`src/rtl/core/lds_pkg.sv`:
```
// ----------------------------------------------------------------------------
// lds_pkg: shared types and codes of the linear Diophantine solver
// Result status codes and the handshake status of the shared divider unit.
// ----------------------------------------------------------------------------
package lds_pkg;

  // Result status codes.
  localparam logic [1:0] ST_SOLVED   = 2'd0;
  localparam logic [1:0] ST_NO_SOL   = 2'd1;
  localparam logic [1:0] ST_ZERO_AB  = 2'd2;
  localparam logic [1:0] ST_OVERFLOW = 2'd3;

  // Status of the iterative divider, as seen by the sequencer.
  typedef struct packed {
    logic busy;
    logic done;
  } div_stat_t;

endpackage

```
`src/rtl/core/lds_div.sv`:
```
// ----------------------------------------------------------------------------
// lds_div: iterative restoring divider with quotient-product side channels
// Produces one quotient bit per cycle, and alongside it q*cx and q*cy by
// Horner accumulation, for the Bezout coefficient update.
// ----------------------------------------------------------------------------
module lds_div #(
  parameter int DATA_WIDTH = 32
) (
  input  logic                      clk,
  input  logic                      rst_n,
  input  logic                      start,
  input  logic [DATA_WIDTH-1:0]     dvd,
  input  logic [DATA_WIDTH-1:0]     dvs,
  input  logic [DATA_WIDTH+1:0]     cx,
  input  logic [DATA_WIDTH+1:0]     cy,
  output lds_pkg::div_stat_t        stat,
  output logic [DATA_WIDTH-1:0]     quo,
  output logic [DATA_WIDTH-1:0]     rmd,
  output logic [DATA_WIDTH+1:0]     prod_x,
  output logic [DATA_WIDTH+1:0]     prod_y
);

  localparam int W  = DATA_WIDTH;
  localparam int CW = $clog2(W);

  logic          busy_r, done_r;
  logic [CW-1:0] cnt_r;
  logic [W:0]    p_r;
  logic [W-1:0]  dq_r, dvs_r, q_r;
  logic [W+1:0]  cx_r, cy_r, ax_r, ay_r;

  logic [W:0]    p_sh;
  logic          ge;

  assign p_sh = {p_r[W-1:0], dq_r[W-1]};
  assign ge   = (p_sh >= {1'b0, dvs_r});

  always_ff @(posedge clk) begin
    if (!rst_n) begin
      busy_r <= 1'b0;
      done_r <= 1'b0;
      cnt_r  <= '0;
    end else begin
      done_r <= busy_r && !start && (cnt_r == '0);
      if (start) begin
        busy_r <= 1'b1;
        cnt_r  <= CW'(W - 1);
        p_r    <= '0;
        dq_r   <= dvd;
        dvs_r  <= dvs;
        cx_r   <= cx;
        cy_r   <= cy;
        q_r    <= '0;
        ax_r   <= '0;
        ay_r   <= '0;
      end else if (busy_r) begin
        p_r  <= ge ? (p_sh - {1'b0, dvs_r}) : p_sh;
        dq_r <= {dq_r[W-2:0], 1'b0};
        q_r  <= {q_r[W-2:0], ge};
        ax_r <= {ax_r[W:0], 1'b0} + (ge ? cx_r : '0);
        ay_r <= {ay_r[W:0], 1'b0} + (ge ? cy_r : '0);
        if (cnt_r == '0) begin
          busy_r <= 1'b0;
        end else begin
          cnt_r <= cnt_r - 1'b1;
        end
      end
    end
  end

  assign stat.busy = busy_r;
  assign stat.done = done_r;
  assign quo       = q_r;
  assign rmd       = p_r[W-1:0];
  assign prod_x    = ax_r;
  assign prod_y    = ay_r;

endmodule

```
`src/rtl/core/linear_diophantine_solver_core.sv`:
```
// ----------------------------------------------------------------------------
// linear_diophantine_solver_core: solves a*x + b*y = c over the integers
// Extended Euclid on |a| and |b|, then scaling and a run of solutions.
// ----------------------------------------------------------------------------
// Usage: an input beat (in_coef_a, in_coef_b, in_rhs_c, in_extra_count) is
// taken at a rising edge where start is high and busy is low. busy then stays
// high until the last result of that item has been issued; a=b=0 leaves it low.
// Each result beat is shown for exactly one cycle with out_valid high; the
// receiver cannot stall, so results flow out as soon as they are computed.
// out_last marks the final beat of an item.
// Flow: one shared restoring divider produces one quotient bit per cycle,
// and each Euclid step is one division; up to about 1.44*W steps may be
// needed. Three further divisions (c/g, a/g, b/g) follow, then two shift-add
// multiplications (base x and y). The solution run then issues one beat per
// cycle, up to MAX_EXTRA+1 beats. An item with a=b=0 is answered from idle.
// Reset (synchronous, rst_n low) returns the sequencer to idle and clears
// the output strobe; datapath registers are not cleared.
// ----------------------------------------------------------------------------
module linear_diophantine_solver_core #(
  parameter int DATA_WIDTH = 32,
  parameter int MAX_EXTRA  = 63
) (
  input  logic                  clk,
  input  logic                  rst_n,
  input  logic                  start,
  output logic                  busy,
  input  logic [DATA_WIDTH-1:0] in_coef_a,
  input  logic [DATA_WIDTH-1:0] in_coef_b,
  input  logic [DATA_WIDTH-1:0] in_rhs_c,
  input  logic [5:0]            in_extra_count,
  output logic                  out_valid,
  output logic [DATA_WIDTH-1:0] out_sol_x,
  output logic [DATA_WIDTH-1:0] out_sol_y,
  output logic [DATA_WIDTH-1:0] out_gcd_value,
  output logic [1:0]            out_status,
  output logic                  out_last
);

  localparam int W  = DATA_WIDTH;
  localparam int CW = $clog2(W);

  // Sequencer states, one-hot.
  typedef enum logic [8:0] {
    S_IDLE    = 9'b000000001,
    S_EUC_CHK = 9'b000000010,
    S_EUC_DIV = 9'b000000100,
    S_CDIV    = 9'b000001000,
    S_ADIV    = 9'b000010000,
    S_BDIV    = 9'b000100000,
    S_MULX    = 9'b001000000,
    S_MULY    = 9'b010000000,
    S_EMIT    = 9'b100000000
  } state_t;

  state_t state_r, state_nxt;

  // Item operands, stored as sign and magnitude.
  logic [W-1:0] ma_r, mb_r, mc_r;
  logic         na_r, nb_r, nc_r;
  logic [5:0]   n_r;

  // Euclid remainders and Bezout coefficients.
  logic [W-1:0] rem_prev_r, rem_cur_r;
  logic [W+1:0] bx_prev_r, bx_cur_r, by_prev_r, by_cur_r;

  // Scaling and stepping.
  logic [W-1:0]   cq_r;
  logic [W:0]     dxs_r, dys_r;
  logic [W-1:0]   x_r, y_r;
  logic [5:0]     emit_left_r;
  logic [2*W-1:0] acc_r;
  logic [CW-1:0]  mcnt_r;

  // Output registers.
  logic          ov_r, olast_r;
  logic [W-1:0]  ox_r, oy_r, og_r;
  logic [1:0]    ost_r;

  // Divider hookup.
  logic               div_start;
  logic [W-1:0]       div_dvd, div_dvs;
  lds_pkg::div_stat_t div_stat;
  logic [W-1:0]       div_quo, div_rmd;
  logic [W+1:0]       div_px, div_py;

  lds_div #(.DATA_WIDTH(W)) u_div (
    .clk    (clk),
    .rst_n  (rst_n),
    .start  (div_start),
    .dvd    (div_dvd),
    .dvs    (div_dvs),
    .cx     (bx_cur_r),
    .cy     (by_cur_r),
    .stat   (div_stat),
    .quo    (div_quo),
    .rmd    (div_rmd),
    .prod_x (div_px),
    .prod_y (div_py)
  );

  // Input sign and magnitude. The most negative value maps to 2^(W-1),
  // which still fits the unsigned magnitude.
  logic         in_na, in_nb, in_nc;
  logic [W-1:0] in_ma, in_mb, in_mc;
  logic         accept;
  logic [5:0]   n_sat;

  assign in_na  = in_coef_a[W-1];
  assign in_nb  = in_coef_b[W-1];
  assign in_nc  = in_rhs_c[W-1];
  assign in_ma  = in_na ? (~in_coef_a + 1'b1) : in_coef_a;
  assign in_mb  = in_nb ? (~in_coef_b + 1'b1) : in_coef_b;
  assign in_mc  = in_nc ? (~in_rhs_c + 1'b1) : in_rhs_c;
  assign accept = start && (state_r == S_IDLE);
  assign n_sat  = (in_extra_count > 6'(MAX_EXTRA)) ? 6'(MAX_EXTRA) : in_extra_count;

  // Multiplier operand: magnitude of the Bezout coefficient in use and the
  // sign of the scaled result.
  logic [W+1:0] coef_sel, coef_abs;
  logic         mul_neg;
  logic [2*W:0] acc_nxt, mul_lim;
  logic         mul_ovf;
  logic [W-1:0] mul_val;

  assign coef_sel = (state_r == S_MULY) ? by_prev_r : bx_prev_r;
  assign coef_abs = coef_sel[W+1] ? (~coef_sel + 1'b1) : coef_sel;
  assign mul_neg  = (state_r == S_MULY) ? (coef_sel[W+1] ^ nc_r ^ nb_r)
                                        : (coef_sel[W+1] ^ nc_r ^ na_r);
  assign acc_nxt  = {acc_r, 1'b0}
                  + (cq_r[mcnt_r] ? {{W{1'b0}}, coef_abs[W:0]} : '0);
  // The positive limit is 2^(W-1)-1, one more when the result is negative.
  assign mul_lim  = ((2*W+1)'(1) << (W - 1)) - (mul_neg ? '0 : (2*W+1)'(1));
  assign mul_ovf  = (acc_nxt > mul_lim);
  assign mul_val  = mul_neg ? (~acc_nxt[W-1:0] + 1'b1) : acc_nxt[W-1:0];

  // Next solution of the run: x + b/g and y - a/g, with a range check.
  logic [W+1:0] step_x, step_y;
  logic         step_ok;

  function automatic logic fits(input logic [W+1:0] v);
    fits = (v[W+1] == v[W]) && (v[W] == v[W-1]);
  endfunction

  assign step_x  = {{2{x_r[W-1]}}, x_r} + {dxs_r[W], dxs_r};
  assign step_y  = {{2{y_r[W-1]}}, y_r} + {dys_r[W], dys_r};
  assign step_ok = fits(step_x) && fits(step_y);

  // A result beat goes out next cycle whenever one of these holds.
  logic ov_set;

  always_comb begin
    ov_set = 1'b0;
    unique case (state_r)
      S_IDLE:  ov_set = accept && (in_ma == '0) && (in_mb == '0);
      S_CDIV:  ov_set = div_stat.done && (div_rmd != '0);
      S_MULX:  ov_set = (mcnt_r == '0) && mul_ovf;
      S_MULY:  ov_set = (mcnt_r == '0);
      S_EMIT:  ov_set = 1'b1;
      default: ov_set = 1'b0;
    endcase
  end

  // Divider launch: Euclid step, or one of the three closing divisions.
  always_comb begin
    div_start = 1'b0;
    div_dvd   = rem_prev_r;
    div_dvs   = rem_cur_r;
    unique case (state_r)
      S_EUC_CHK: begin
        div_start = 1'b1;
        if (rem_cur_r == '0) begin
          div_dvd = mc_r;
          div_dvs = rem_prev_r;
        end
      end
      S_CDIV: begin
        div_start = div_stat.done && (div_rmd == '0);
        div_dvd   = ma_r;
        div_dvs   = rem_prev_r;
      end
      S_ADIV: begin
        div_start = div_stat.done;
        div_dvd   = mb_r;
        div_dvs   = rem_prev_r;
      end
      default: begin
        div_start = 1'b0;
      end
    endcase
  end

  always_comb begin
    state_nxt = state_r;
    unique case (state_r)
      S_IDLE:    if (start && !(in_ma == '0 && in_mb == '0)) state_nxt = S_EUC_CHK;
      S_EUC_CHK: state_nxt = (rem_cur_r == '0) ? S_CDIV : S_EUC_DIV;
      S_EUC_DIV: if (div_stat.done) state_nxt = S_EUC_CHK;
      S_CDIV:    if (div_stat.done) state_nxt = (div_rmd == '0) ? S_ADIV : S_IDLE;
      S_ADIV:    if (div_stat.done) state_nxt = S_BDIV;
      S_BDIV:    if (div_stat.done) state_nxt = S_MULX;
      S_MULX:    if (mcnt_r == '0) state_nxt = mul_ovf ? S_IDLE : S_MULY;
      S_MULY: begin
        if (mcnt_r == '0) begin
          state_nxt = (mul_ovf || n_r == '0) ? S_IDLE : S_EMIT;
        end
      end
      S_EMIT: begin
        if (!step_ok || emit_left_r == 6'd1) state_nxt = S_IDLE;
      end
      default:   state_nxt = S_IDLE;
    endcase
  end

  always_ff @(posedge clk) begin
    if (!rst_n) begin
      state_r <= S_IDLE;
      ov_r    <= 1'b0;
    end else begin
      state_r <= state_nxt;
      ov_r    <= ov_set;
      unique case (state_r)
        S_IDLE: begin
          if (accept) begin
            ma_r       <= in_ma;
            mb_r       <= in_mb;
            mc_r       <= in_mc;
            na_r       <= in_na;
            nb_r       <= in_nb;
            nc_r       <= in_nc;
            n_r        <= n_sat;
            rem_prev_r <= in_ma;
            rem_cur_r  <= in_mb;
            bx_prev_r  <= (W+2)'(1);
            bx_cur_r   <= '0;
            by_prev_r  <= '0;
            by_cur_r   <= (W+2)'(1);
            if (in_ma == '0 && in_mb == '0) begin
              ox_r    <= '0;
              oy_r    <= '0;
              og_r    <= '0;
              ost_r   <= lds_pkg::ST_ZERO_AB;
              olast_r <= 1'b1;
            end
          end
        end
        S_EUC_DIV: begin
          if (div_stat.done) begin
            rem_prev_r <= rem_cur_r;
            rem_cur_r  <= div_rmd;
            bx_prev_r  <= bx_cur_r;
            bx_cur_r   <= bx_prev_r - div_px;
            by_prev_r  <= by_cur_r;
            by_cur_r   <= by_prev_r - div_py;
          end
        end
        S_CDIV: begin
          if (div_stat.done) begin
            cq_r <= div_quo;
            if (div_rmd != '0) begin
              ox_r    <= '0;
              oy_r    <= '0;
              og_r    <= rem_prev_r;
              ost_r   <= lds_pkg::ST_NO_SOL;
              olast_r <= 1'b1;
            end
          end
        end
        S_ADIV: begin
          // Step for y is -a/g, with the sign of a folded in.
          if (div_stat.done) begin
            dys_r <= na_r ? {1'b0, div_quo} : (~{1'b0, div_quo} + 1'b1);
          end
        end
        S_BDIV: begin
          if (div_stat.done) begin
            dxs_r  <= nb_r ? (~{1'b0, div_quo} + 1'b1) : {1'b0, div_quo};
            acc_r  <= '0;
            mcnt_r <= CW'(W - 1);
          end
        end
        S_MULX: begin
          if (mcnt_r == '0) begin
            x_r    <= mul_val;
            acc_r  <= '0;
            mcnt_r <= CW'(W - 1);
            if (mul_ovf) begin
              ox_r    <= '0;
              oy_r    <= '0;
              og_r    <= rem_prev_r;
              ost_r   <= lds_pkg::ST_OVERFLOW;
              olast_r <= 1'b1;
            end
          end else begin
            acc_r  <= acc_nxt[2*W-1:0];
            mcnt_r <= mcnt_r - 1'b1;
          end
        end
        S_MULY: begin
          acc_r <= acc_nxt[2*W-1:0];
          if (mcnt_r == '0) begin
            y_r         <= mul_val;
            emit_left_r <= n_r;
            og_r        <= rem_prev_r;
            if (mul_ovf) begin
              ox_r    <= '0;
              oy_r    <= '0;
              ost_r   <= lds_pkg::ST_OVERFLOW;
              olast_r <= 1'b1;
            end else begin
              ox_r    <= x_r;
              oy_r    <= mul_val;
              ost_r   <= lds_pkg::ST_SOLVED;
              olast_r <= (n_r == '0);
            end
          end else begin
            mcnt_r <= mcnt_r - 1'b1;
          end
        end
        S_EMIT: begin
          og_r        <= rem_prev_r;
          emit_left_r <= emit_left_r - 1'b1;
          x_r         <= step_x[W-1:0];
          y_r         <= step_y[W-1:0];
          if (step_ok) begin
            ox_r    <= step_x[W-1:0];
            oy_r    <= step_y[W-1:0];
            ost_r   <= lds_pkg::ST_SOLVED;
            olast_r <= (emit_left_r == 6'd1);
          end else begin
            ox_r    <= '0;
            oy_r    <= '0;
            ost_r   <= lds_pkg::ST_OVERFLOW;
            olast_r <= 1'b1;
          end
        end
        default: begin
        end
      endcase
    end
  end

  assign busy          = (state_r != S_IDLE);
  assign out_valid     = ov_r;
  assign out_sol_x     = ox_r;
  assign out_sol_y     = oy_r;
  assign out_gcd_value = og_r;
  assign out_status    = ost_r;
  assign out_last      = olast_r;

`ifndef ASSERT_OFF
  // A beat that is not the last of its item leaves the block still busy.
  a_mid_busy: assert property (@(posedge clk) disable iff (!rst_n)
    out_valid && !out_last |-> busy)
    else $error("non-final result while idle");

  // An accepted item either starts the sequencer or answers at once.
  a_accept: assert property (@(posedge clk) disable iff (!rst_n)
    start && !busy |=> busy || (out_valid && out_last))
    else $error("accepted item neither started nor answered");

  // Any status other than solved ends the item, with x and y both zero.
  a_fail_last: assert property (@(posedge clk) disable iff (!rst_n)
    out_valid && out_status != lds_pkg::ST_SOLVED |->
      out_last && out_sol_x == '0 && out_sol_y == '0)
    else $error("failure result is not final or carries a solution");

  // The shared divider is only launched while it is idle.
  a_div_idle: assert property (@(posedge clk) disable iff (!rst_n)
    div_start |-> !div_stat.busy)
    else $error("divider launched while busy");
`endif

endmodule

```
`config.mk`:
```
export PLATFORM = sky130hd
export DESIGN_NAME = linear_diophantine_solver_core
export DESIGN_NICKNAME = d
export VERILOG_FILES = /design/src/rtl/core/lds_pkg.sv /design/src/rtl/core/lds_div.sv /design/src/rtl/core/linear_diophantine_solver_core.sv
export SDC_FILE = /design/constraint.sdc
export NUM_CORES = 2
export LEC_CHECK = 0
export ABC_AREA = 0
export BUFFER_PORTS_ARGS = -buffer_cell sky130_fd_sc_hd__clkbuf_2
export CORE_MARGIN = 5
export CORE_UTILIZATION = 40
export CTS_CLUSTER_SIZE = 25
export DETAILED_ROUTE_END_ITERATION = 7
export SYNTH_ARGS = -nofsm -noshare
export SYNTH_HDL_FRONTEND = slang
export SYNTH_SLANG_ARGS = --single-unit
```
`constraint.sdc`:
```
create_clock -name clk -period 27.1 [get_ports clk]
set_input_delay 4.065 -clock clk [delete_from_list [all_inputs] [get_ports clk]]
set_output_delay 4.065 -clock clk [all_outputs]
set_load 0.03 [all_outputs]
```
==> results_dict.tcl <==
set metrics [dict create \
    start_util_pct 40.4 \
    top_level_ports 206 \
    postSynthNetCount 5644 \
    rows 135 \
    multi_input_area_mm2 0.0259 \
    grt_pass1_vias 39600 \
    viasPerCell 5.63 \
    drt_iter0_markers 3666 \
    final_common_cell "edfxtp_1" \
    areaGrowthSynthToFinish_pct 12.2 \
    syn_inst 5228 \
    fmax_mhz 93.4 \
    fin_ws_ns 16.39 \
    holdBufCountCts 0 \
    worst_pin_slew_ns 1.20 \
    setup_tns_ns 0 \
    relSlewSlack_pct 20.0 \
    dp_hpwl_mm 116 \
    ir_drop_mv 0.0613 \
    routabilityCongestion 0.912 \
    layout.nets 5819 \
    avgSynthCellArea_um2 10.5 \
    crit_top_cell "nor3_1" \
    n_fill_cell 12800 \
    ys_warn_count 0 \
    grt_usage_pct 21.4 \
    cp.arrival_ns 11.28 \
    clk_latency_ns 0.74 \
    place_area_mm2 0.0579 \
    clk_path_buf_depth 3 \
    p_per_area_mw_per_mm2 67.8 \
    layout-drive-gt1-share_pct 9.68 \
    rsz0062_at_grt "false" \
    die_h_um 380 \
    syn_area_mm2 0.0549 \
    seq_area_mm2 0.0275 \
    ys_ff_latch 922 \
    fp.dieArea_mm2 0.145 \
    firstDrtPassIters 7 \
    hold_violations 0 \
    setup_viol 0 \
    critPathKind "flip-flop to flip-flop" \
    crit_path_start_kind "flip-flop" \
    timing.final.crit_period_ns 10.71 \
    fin_skew_ns 0.0569 \
    ctsResizeCount 0 \
    ant_nets 0 \
    crit_family "simple AND/OR/NAND/NOR gates" \
    die_x_um 380 \
    cts_buffers 106 \
    finalCritPeriodShare_pct 39.5 \
    clk_pin_slew_ns 0.06 \
    grt_remaining_overflow 0 \
    critical_path_buf_inv_count 2 \
    cp_slowest_cell "and4b_4" \
    yosys_most_used_dff "edfxtp_1" \
    hold_path.class "flip-flop to flip-flop" \
    antenna_found_initial 7 \
    drv_cap 0 \
    slew_viol_final 0 \
    post_cts_buffers 0 \
    cts_root_buffer "clkbuf_16" \
    cts_tree "built" \
    io_buffers 205 \
    vias 41000 \
    final_cell_mix "905 x edfxtp_1, 583 x nor2_1, 426 x nand2_1" \
    cpPeakStageDelay_ns 0.99 \
    dpl_worst_slack_ns 16.60 \
    wirelength_mm 161 \
    crit_path_end_kind "flip-flop" \
    p_leak_nw 23.5 \
    ys_types 93 \
    drc_errors 0 \
    numClockSinks 922 \
    crit_required_ns 27.67 \
    grt_max_degree 152 \
    fin_area_mm2 0.0615 \
    seq_area_frac_synth_pct 50.2 \
    synth_edf_count 905 \
    h-tree-depth 3 \
    grt_pass1_wl_mm 243 \
    status "complete, no violations" \
    routedWlPerCell_um 22.1 \
    critPathMaxFanout 67 \
    async_reset_ff_share_pct 0 \
    core-area_mm2 0.136 \
]
[where the power goes]
group | total, mW | switching (mW) | internal, mW
clock network | 1.51 | 0.630 | 0.876
logic | 0.872 | 0.552 | 0.321
registers | 1.80 | 0.0730 | 1.72
total | 4.18 | 1.25 | 2.92
[state kept, by name (all words and copies together), names as in the netlist, 34 cells and up]
register / cells
u_div.prod_x: 34
acc_r: 64
bx_prev_r: 34
by_prev_r: 34
bx_cur_r: 34
u_div.cy_r: 34
by_cur_r: 34
u_div.cx_r: 34
u_div.prod_y: 34
[routing by layer]
layer,GRT usage [%],wire [um]
met1,30.1,72800
met2,34.6,74300
met3,3.14,9520
met4,5.68,4230
met5,0,27
[area by class of cell]
class | count | share of cell area (%)
diodes | 2 | 0.00813
clock buffers | 134 | 4.58
clock inverters | 67 | 1.34
inverters | 233 | 1.42
multi-input cells | 3886 | 42.0
flip-flops and latches | 922 | 44.7
well taps | 1781 | 3.62
repair buffers | 254 | 2.28
[cells by family after synthesis]
kind of cell | after synthesis | share of synthesized area [%]
xor+xnor | 462 | 7.38
buf+inv | 420 | 2.91
fa+ha+maj | 311 | 7.20
compound gates | 1114 | 13.0
flops | 922 | 50.2
simple gates | 1878 | 16.8
mux | 121 | 2.50
[per-stage QoR]
stage	util [%]	std cells	hold WS, ns	power, mW
after floorplan	-	5228	0.417	2.43
after global placement	42.6	7076	0.421	2.68
after detailed placement	42.6	7076	0.425	2.69
after CTS	45.3	7277	0.434	4.20
after global routing	45.3	7277	0.450	4.36
final	45.3	7279	0.432	4.18
[worst paths after layout]
| path | startpoint | end | slack (ns) | depth (start not counted) |
|---|---|---|---|---|
| worst max-delay path | state_r[0]$_SDFFE_PN1P_ | out_sol_y[23]$_DFFE_PP_ | 16.39 | 32 |
| worst min-delay path | bx_cur_r[22]$_SDFFCE_PN0P_ | u_div.cx_r[22]$_DFFE_PP_ | 0.43 | 0 |
| worst max register to register | state_r[0]$_SDFFE_PN1P_ | out_sol_y[23]$_DFFE_PP_ | 16.39 | 32 |
| worst min register to register | bx_cur_r[22]$_SDFFCE_PN0P_ | u_div.cx_r[22]$_DFFE_PP_ | 0.43 | 0 |
[Yosys cell counts, types with 44 or more instances]
cell      instances  area [um^2]
nand2_1         427         1600
ha_1            303         3790
a31oi_1          59          369
nor3_1          109          546
nor4_1           52          325
xor2_1          167         1460
mux2i_1          76          761
nor2_1          587         2200
o31ai_1          46          345
edfxtp_1        905        27200
a21o_1          132          991
inv_1           231          867
nand4_1          55          344
and2_1          216         1350
nor2b_1          91          569
clkbuf_1        171          642
o21ai_0         250         1250
nand2b_1         62          388
nand3_1          72          360
xnor2_1         295         2580
a21oi_1         307         1540
or3_1            46          288
and3_1           44          275
No activity file was read; power rests on OpenSTA's default activity.
